$ cat src/rtl/nested_region_timer_table_macros.svh
// Assertion macros shared by the region timer table.
`ifndef NESTED_REGION_TIMER_TABLE_MACROS_SVH
`define NESTED_REGION_TIMER_TABLE_MACROS_SVH
// Implication checked on every clock edge outside reset.
`define NRTT_ASSERT_IMP(label, clk, rst, lhs, rhs) \
  label: assert property (@(posedge clk) disable iff (rst) (lhs) |-> (rhs)) \
    else $error("nrtt assertion failed");
// Next-cycle implication checked outside reset.
`define NRTT_ASSERT_NEXT(label, clk, rst, lhs, rhs) \
  label: assert property (@(posedge clk) disable iff (rst) (lhs) |=> (rhs)) \
    else $error("nrtt assertion failed");
`endif

$ cat src/rtl/nrtt_pkg.sv
// Package with word types, codes and cell interface structs of the region timer table.
`default_nettype none
package nrtt_pkg;
  localparam int KEY_W = 16;
  localparam int DEPTH_W = 8;
  localparam int FIELD_TIME_W = 48;

  typedef enum logic [2:0] {
    MODE_BEGIN = 3'd0,
    MODE_END   = 3'd1,
    MODE_CLEAR = 3'd2,
    MODE_READ  = 3'd3,
    MODE_INIT  = 3'd4
  } mode_e;

  typedef enum logic [2:0] {
    ST_OK       = 3'd0,
    ST_FULL     = 3'd1,
    ST_UNKNOWN  = 3'd2,
    ST_NOTBEGUN = 3'd3,
    ST_OPEN     = 3'd4,
    ST_OVERFLOW = 3'd5,
    ST_INACTIVE = 3'd6
  } status_e;

  typedef enum logic [1:0] {
    S_IDLE,
    S_APPLY,
    S_OUT
  } state_e;

  typedef struct packed {
    logic [2:0]              mode;
    logic [KEY_W-1:0]        tag_key;
    logic [3:0]              slot_select;
    logic [FIELD_TIME_W-1:0] now_ticks;
  } in_word_t;

  typedef struct packed {
    logic [2:0]              status;
    logic [3:0]              slot_used;
    logic [FIELD_TIME_W-1:0] total_ticks;
    logic [DEPTH_W-1:0]      depth_now;
    logic [4:0]              active_count;
  } out_word_t;

  // Command broadcast from the controller to every cell.
  typedef struct packed {
    logic             apply;   // perform the operation this cycle
    logic [2:0]       mode;
    logic [KEY_W-1:0] key;
  } cell_cmd_t;

  // Chain signals passed from one cell to the next.
  typedef struct packed {
    logic hit_before;    // a lower cell matches the key
    logic free_before;   // a lower cell is free
    logic open_before;   // a lower cell is in use and open
  } chain_t;
endpackage
`default_nettype wire

$ cat src/rtl/nrtt_cell.sv
// One slot cell of the region timer table.
`default_nettype none
module nrtt_cell
  import nrtt_pkg::*;
#(
  parameter int TIME_W = 48
) (
  input  wire logic              clk,
  input  wire logic              rst,
  input  wire cell_cmd_t         cmd,
  input  wire logic [TIME_W-1:0] now,
  input  wire chain_t            chain_in,
  input  wire logic              any_hit,
  output chain_t                 chain_out,
  output logic                   in_use,
  output logic                   hit,
  output logic                   claim,
  output logic                   open_first,
  output logic [DEPTH_W-1:0]     depth,
  output logic [TIME_W-1:0]      total
);
  localparam logic [TIME_W-1:0] TMAX = '1;

  logic [KEY_W-1:0]  key;
  logic [TIME_W-1:0] start;
  logic              match;
  logic [TIME_W-1:0] elapsed;
  logic [TIME_W:0]   sum;

  // Key match and chain priority terms.
  assign match      = in_use && (key == cmd.key);
  assign hit        = match && !chain_in.hit_before;
  assign claim      = !in_use && !chain_in.free_before && !any_hit;
  assign open_first = in_use && (depth != '0) && !chain_in.open_before;
  assign chain_out.hit_before  = chain_in.hit_before || match;
  assign chain_out.free_before = chain_in.free_before || !in_use;
  assign chain_out.open_before = chain_in.open_before || (in_use && depth != '0);

  // Elapsed time and saturating sum.
  assign elapsed = now - start;
  assign sum     = {1'b0, total} + {1'b0, elapsed};

  // Slot state update.
  always_ff @(posedge clk) begin
    if (rst) begin
      in_use <= 1'b0;
      depth  <= '0;
      start  <= '0;
      total  <= '0;
    end else if (cmd.apply) begin
      case (cmd.mode)
        MODE_BEGIN: begin
          if (hit) begin
            if (depth != '1) begin
              if (depth == '0) start <= now;
              depth <= depth + 1'b1;
            end
          end else if (claim) begin
            in_use <= 1'b1;
            key    <= cmd.key;
            total  <= '0;
            start  <= now;
            depth  <= DEPTH_W'(1);
          end
        end
        MODE_END: begin
          if (hit && depth != '0) begin
            depth <= depth - 1'b1;
            if (depth == DEPTH_W'(1)) total <= sum[TIME_W] ? TMAX : sum[TIME_W-1:0];
          end
        end
        MODE_CLEAR: begin
          if (in_use && depth == '0 && !chain_in.open_before) begin
            start <= '0;
            total <= '0;
          end
        end
        MODE_INIT: begin
          in_use <= 1'b0;
          depth  <= '0;
          start  <= '0;
          total  <= '0;
        end
        default: ;
      endcase
    end
  end
endmodule
`default_nettype wire

$ cat config.mk
export PLATFORM = sky130hd
export DESIGN_NAME = nrtt_cell
export DESIGN_NICKNAME = d
export VERILOG_FILES = /design/src/rtl/nested_region_timer_table_macros.svh /design/src/rtl/nrtt_pkg.sv /design/src/rtl/nrtt_cell.sv
export SDC_FILE = /design/constraint.sdc
export NUM_CORES = 1
export LEC_CHECK = 0
export BUFFER_PORTS_ARGS = -buffer_cell sky130_fd_sc_hd__buf_2
export CORE_ASPECT_RATIO = 0.9
export CORE_MARGIN = 5
export CORE_UTILIZATION = 40
export CTS_BUF_LIST = sky130_fd_sc_hd__clkbuf_16
export CTS_CLUSTER_SIZE = 20
export DETAILED_ROUTE_END_ITERATION = 10
export HOLD_SLACK_MARGIN = 0.1
export PLACE_DENSITY = 0.65
export SLEW_MARGIN = 20
export SYNTH_ARGS = -nofsm -noshare
export SYNTH_HDL_FRONTEND = slang
export SYNTH_SLANG_ARGS = --single-unit
export TNS_END_PERCENT = 5
$ cat constraint.sdc
create_clock -name clk -period 9.2 [get_ports clk]
set_clock_uncertainty 0.15 [all_clocks]
set_input_delay 1.38 -clock clk [delete_from_list [all_inputs] [get_ports clk]]
set_output_delay 1.38 -clock clk [all_outputs]
set_load 0.01 [all_outputs]
Word level (Yosys, flattened, before mapping)
Index checks and enable logic that the tools add are counted.
{"block": "word_totals", "latch_bits": 0, "mem_count": 0, "regBits": 121, "mem_bits_ro": 0, "ramBits": 0}
{"block": "op_classes", "n_mul": 0, "shift": 0, "n_mux": 20, "n_div": 0, "magnitude_cmp": 0, "reduce_logical": 29, "bitwise_logic": 2, "n_addsub": 4, "n_eq_ne": 14}
{"cell": "$mux W48", "count": 10}
{"cell": "$pmux W48 S4", "count": 1}
{"cell": "$pmux W48 S3", "count": 1}
{"cell": "$add A48 B48 Y49", "count": 1}
{"cell": "$sub A48 B48 Y48", "count": 1}
{"cell": "$mux W8", "count": 4}
{"cell": "$pmux W8 S3", "count": 1}
{"cell": "$eq A16 B16 Y1", "count": 1}
{"cell": "$ne A2 B2 Y1 const B", "count": 5}
{"cell": "$reduce_and A5 Y1", "count": 2}
{"cell": "$logic_and A1 B1 Y1", "count": 9}
{"cell": "$ne A3 B3 Y1 const B", "count": 3}
{"cell": "$add A8 B1 Y8 const B", "count": 1}
{"cell": "$eq A8 B1 Y1 const B", "count": 1}
{"cell": "$logic_not A8 Y1", "count": 1}
{"cell": "$ne A8 B8 Y1 const B", "count": 1}
{"cell": "$reduce_bool A8 Y1", "count": 1}
{"cell": "$sub A8 B1 Y8 const B", "count": 1}
{"cell": "$reduce_and A7 Y1", "count": 1}
{"cell": "$reduce_and A6 Y1", "count": 1}
{"cell": "$reduce_bool A3 Y1", "count": 2}
{"cell": "$logic_not A1 Y1", "count": 5}
{"cell": "$reduce_and A4 Y1", "count": 1}
{"cell": "$reduce_bool A4 Y1", "count": 1}
{"cell": "other kinds (9)", "count": 13}

Longest topological paths before layout
{"block": "logic_depth", "ltp_word": 6, "mapped_depth": 26, "ltp_nobuf": 25}

Least setup slack after synthesis
No wires, ideal clock.
{"block": "synth_path", "path_kind": "input -> register", "startpoint": "input port now[4]", "endpoint": "register total[28]", "t_required_ps": 8971, "arrival_ps": 6157, "stages": 20, "setup_slack_ps": 2814, "path_buffers": 2, "cell_sequence": "ha_1 -> a21o_1 -> o41a_1 -> a211oi_1 -> nor4_1 -> nor4b_1 -> o31ai_1 -> xor2_1 -> ha_1 -> clkbuf_1 -> nand2_1 -> or4b_2 -> a31oi_1 -> a211o_1 -> a31oi_1 -> o31ai_1 -> a21o_1 -> clkbuf_1 -> nand2_1 -> o211ai_1"}
{"block": "synth_via", "elab_chain_cells": 6}
{"item": "start: declaration", "line_no": "nrtt_cell.sv:11", "text": "input wire logic [TIME_W-1:0] now,"}
{"item": "$sub A48 B48 Y48", "line_no": "nrtt_cell.sv:40", "text": "assign elapsed = now - start;"}
{"item": "$add A48 B48 Y49", "line_no": "nrtt_cell.sv:41", "text": "assign sum = {1'b0, total} + {1'b0, elapsed};"}
{"item": "$mux W48 (2 in a row)", "line_no": "nrtt_cell.sv:69", "text": "if (depth == DEPTH_W'(1)) total <= sum[TIME_W] ? TMAX : sum[TIME_W-1:0];"}
{"item": "$mux W48", "line_no": "nrtt_cell.sv:67", "text": "if (hit && depth != '0) begin"}
{"item": "$pmux W48 S4", "line_no": "nrtt_cell.sv:51", "text": "case (cmd.mode)"}
{"item": "end signal: assignment", "line_no": "nrtt_cell.sv:69"}
{"item": "end: declaration", "line_no": "nrtt_cell.sv:20", "text": "output logic [TIME_W-1:0] total"}
No other way between the ends. The select of a mux whose other input is x is not followed.
A chain may end at the register's enable or synchronous reset.

Worst setup path in the final report
{"block": "layout_path", "startpoint": "input port now[0]", "endpoint": "register total[32]"}
Same word-level chain as after synthesis.

==> results.md <==
* Slew margin rel. at 0.377
* RePlAce Congestion at 0.943
* Die W at 179 µm
* Sequential Area at 2580 µm²
* Setup violators final at 0
* Syn. warnings at 0
* Simple-gate portion of the synthesized area at 0.194
* Cts hold-fix bufs at 0
* Final Worst Setup Slack at 1.86 ns
* RSZ-0062 raised after global routing: no
* Pre-CTS WS at 1.47 ns
* Worst-path clk slew at 0.06 ns
* Final Instance Area at 11800 µm²
* LEAKAGE at 5.23 nW
* Synth Area in Adders at 0.129
* Root Buffer: clkbuf_16
* Initial detailed-routing violation count at 626
* Cells on worst reg2reg path at 24
* Initial Util at 0.407
* R2r startpoint: start[0]
* Cell taking the most area after synthesis: dfxtp_1
* Syn Area/Cell at 7.65 µm²
* Area of the multi-input gates at 7150 µm²
* Flops & latches, synth at 121
* Ports at 137
* Largest cells by area after synthesis: dfxtp_1, ha_1, a21oi_1
* Max-slew violation count at 0
* Post_cts resized at 0
* TritonCTS Buffers at 17
* Buf/Inv on CP at 4
* Num Clock Sinks at 121
* Syn nets at 1523
* Critical path class: in -> reg
* Crit Reg-Reg Endpoint: total[32]
* CP Launch Point: now[0]
* Number of global-route vias before repair at 9441
* Total grt overflow at 0
* Arrival @ worst endpoint at 7.56 ns
* Sequential share of the synthesized area at 0.251
* Final wirelength at 29.6 mm
* Max Cap Violations at 0
* Post-Synth XOR/XNOR Area at 0.0903
* Post-route ant nets at 0
* Largest net degree at the start of global routing at 97
* DR vias at 10100
* Compound-cell area share of the yosys netlist at 0.276
* Max VDD drop at 0.0000885 V
* PortBufs at 136
* Syn Inst Count at 1344
* CTS H-tree lvls at 4
* Core ar. at 25300 µm²
* Period utilization at 0.798
* DP HPWL at 22.8 mm
* Largest family of logic cells by synthesized area: compound AO/OA/AOI/OAI gates
* CTS tree: yes
* Antenna violations before repair at 10
* Power Dens Cells at 142 nW/µm²
* Post-synthesis cell type count at 72
* DR WL met2 at 12.5 mm
* Area growth syn-to-layout at 15.0%
* CP endpoint kind: register
* Max Used Layer: met5
* DR WL met3 at 2.40 mm
* CP startpoint kind: input pin
* Mux cell area share after synthesis at 0.00207
* Pre-antenna DRT Iters at 5
* # DRC at 0
* Post-CTS setup buffers at 0
* Nets at 1618
* Critical Path Stages at 26
* Required time of the worst setup path at 9.42 ns
* Share of layout cells above drive strength 1 at 0.132
* Mapped cell area at 10300 µm²
* Worst Setup EP: total[32]
* FMAX at 0.136 GHz
* Async S/R FF share, synth at 0
* Post-route setup TNS at 0 ns
* Fillers at 2566
* Clock latency on the worst-skew pair at 0.43 ns
* First-pass GRT wire length at 47.8 mm
* Vias per cell at 5.63
* Die Y-Extent at 162 µm
* Placed cell area at 11200 µm²
* Worst Path Max Fanout at 23
* Worst reg2reg setup slack at 2.64 ns
* Synth top area share at 0.204
* Number of enable flip-flop cells after synthesis at 16
* Slew @ Worst Pin at 0.934 ns
* Die area at 29000 µm²
* Layout Utilization at 0.468
* Status: finished, final reports clean
* Worst path max stage delay at 0.70 ns
* Worst Hold Class: reg -> reg
* Tmin final at 7.34 ns
* Average wire per cell in the routed design at 16.5 µm
* Metal-1 WL at 14.0 mm
* Crit path top cell by count: a31oi_1
* Total track usage at 0.202
* Final Hold Vio Count at 0
* Delay-heaviest family, CP: compound AO/OA/AOI/OAI gates
* Slowest cell on crit path: a21o_1
* FP Rows at 55
* Top_reg_cell synth: dfxtp_1
* CTS Buffer Depth at 2
cells by family after synthesis:
| group | count (synthesis) |
|---|---|
| compound gates | 445 |
| xor+xnor | 106 |
| fa+ha+maj | 105 |
| buf+inv | 149 |
| flops | 121 |
| mux | 2 |
| simple gates | 416 |
Yosys cell counts, drive strengths merged, types with 3 or more instances:
library cell and instances:
nor3 9, o211ai 11, nand3 70, xnor2 64, nand2b 20, or3 9, nor4 11, nand4 22
a211oi 22, a21o 43, a21oi 127, o21ai 102, o22ai 3, nor2b 4, edfxtp 16, o221ai 5
nor3b 3, a31oi 10, dfxtp 105, nor4b 3, nand2 169, or4b 5, o31ai 52, ha 103
buf 18, inv 82, o31a 5, a211o 5, clkbuf 49, and2 7, a311oi 7, a22oi 3
nor2 62, o21a 5, o21bai 24, a22o 3, or2 8, xor2 42, and3 8
sequential cells by signal, indices dropped and copies added (netlist names):
| signal | count |
|---|---|
| start | 48 |
| total | 48 |
| depth | 8 |
| in_use | 1 |
| key | 16 |
layer usage:
layer,global-route usage,vias to the layer above
met5,0,-
met2,0.300,319
li1,-,5075
met1,0.290,4643
met4,0.0548,18
met3,0.0517,53
how the worst min path moves through the flow:
stage / startpoint / end / slack [ns] / cells past startpoint
2_1_floorplan: start[19] / start[19] / 0.30 / 2
3_3_place_gp: total[8] / total[8] / 0.30 / 2
3_5_place_dp: total[8] / total[8] / 0.30 / 2
4_1_cts: total[8] / total[8] / 0.31 / 2
5_1_grt: total[44] / total[44] / 0.33 / 2
6_report: total[12] / total[12] / 0.31 / 2
layout make-up:
class / instances / area share
antenna: 2 / 0.000423
clock buffer: 17 / 0.0360
clock inverter: 15 / 0.0144
inverter: 82 / 0.0260
multi-input combinational: 1074 / 0.605
sequential: 121 / 0.219
tap: 342 / 0.0362
timing repair buffer: 143 / 0.0637
layout by cell type, fill, tap and decap left out, drive strengths merged, types with 62 or more instances in the layout:
master,synthesis,final
inv,82,88
o21ai,102,102
a21oi,127,127
nor2,62,62
xnor2,64,64
ha,103,103
nand2,169,169
buf,18,143
dfxtp,105,105
nand3,70,70
tightest hold or removal path: cells and delay by family (launching register included):
kind	cells	cell delay, ns
DFF	1	0.32
and+or+nand+nor	2	0.10
where the power goes:
group / internal (mW) / total, mW / switching [mW]
sequential: 0.543 / 0.546 / 0.00363
clock: 0.444 / 0.692 / 0.248
combinational: 0.165 / 0.437 / 0.272
total: 1.15 / 1.68 / 0.524
stage by stage:
stage	std cells	hold WS [ns]	power (mW)
after floorplan	1344	0.298	0.873
after global routing	1795	0.332	1.76
final	1796	0.309	1.68
after global placement	1761	0.300	0.979
after CTS	1794	0.307	1.69
after detailed placement	1762	0.300	0.985
No activity file was read; power rests on OpenSTA's default activity.
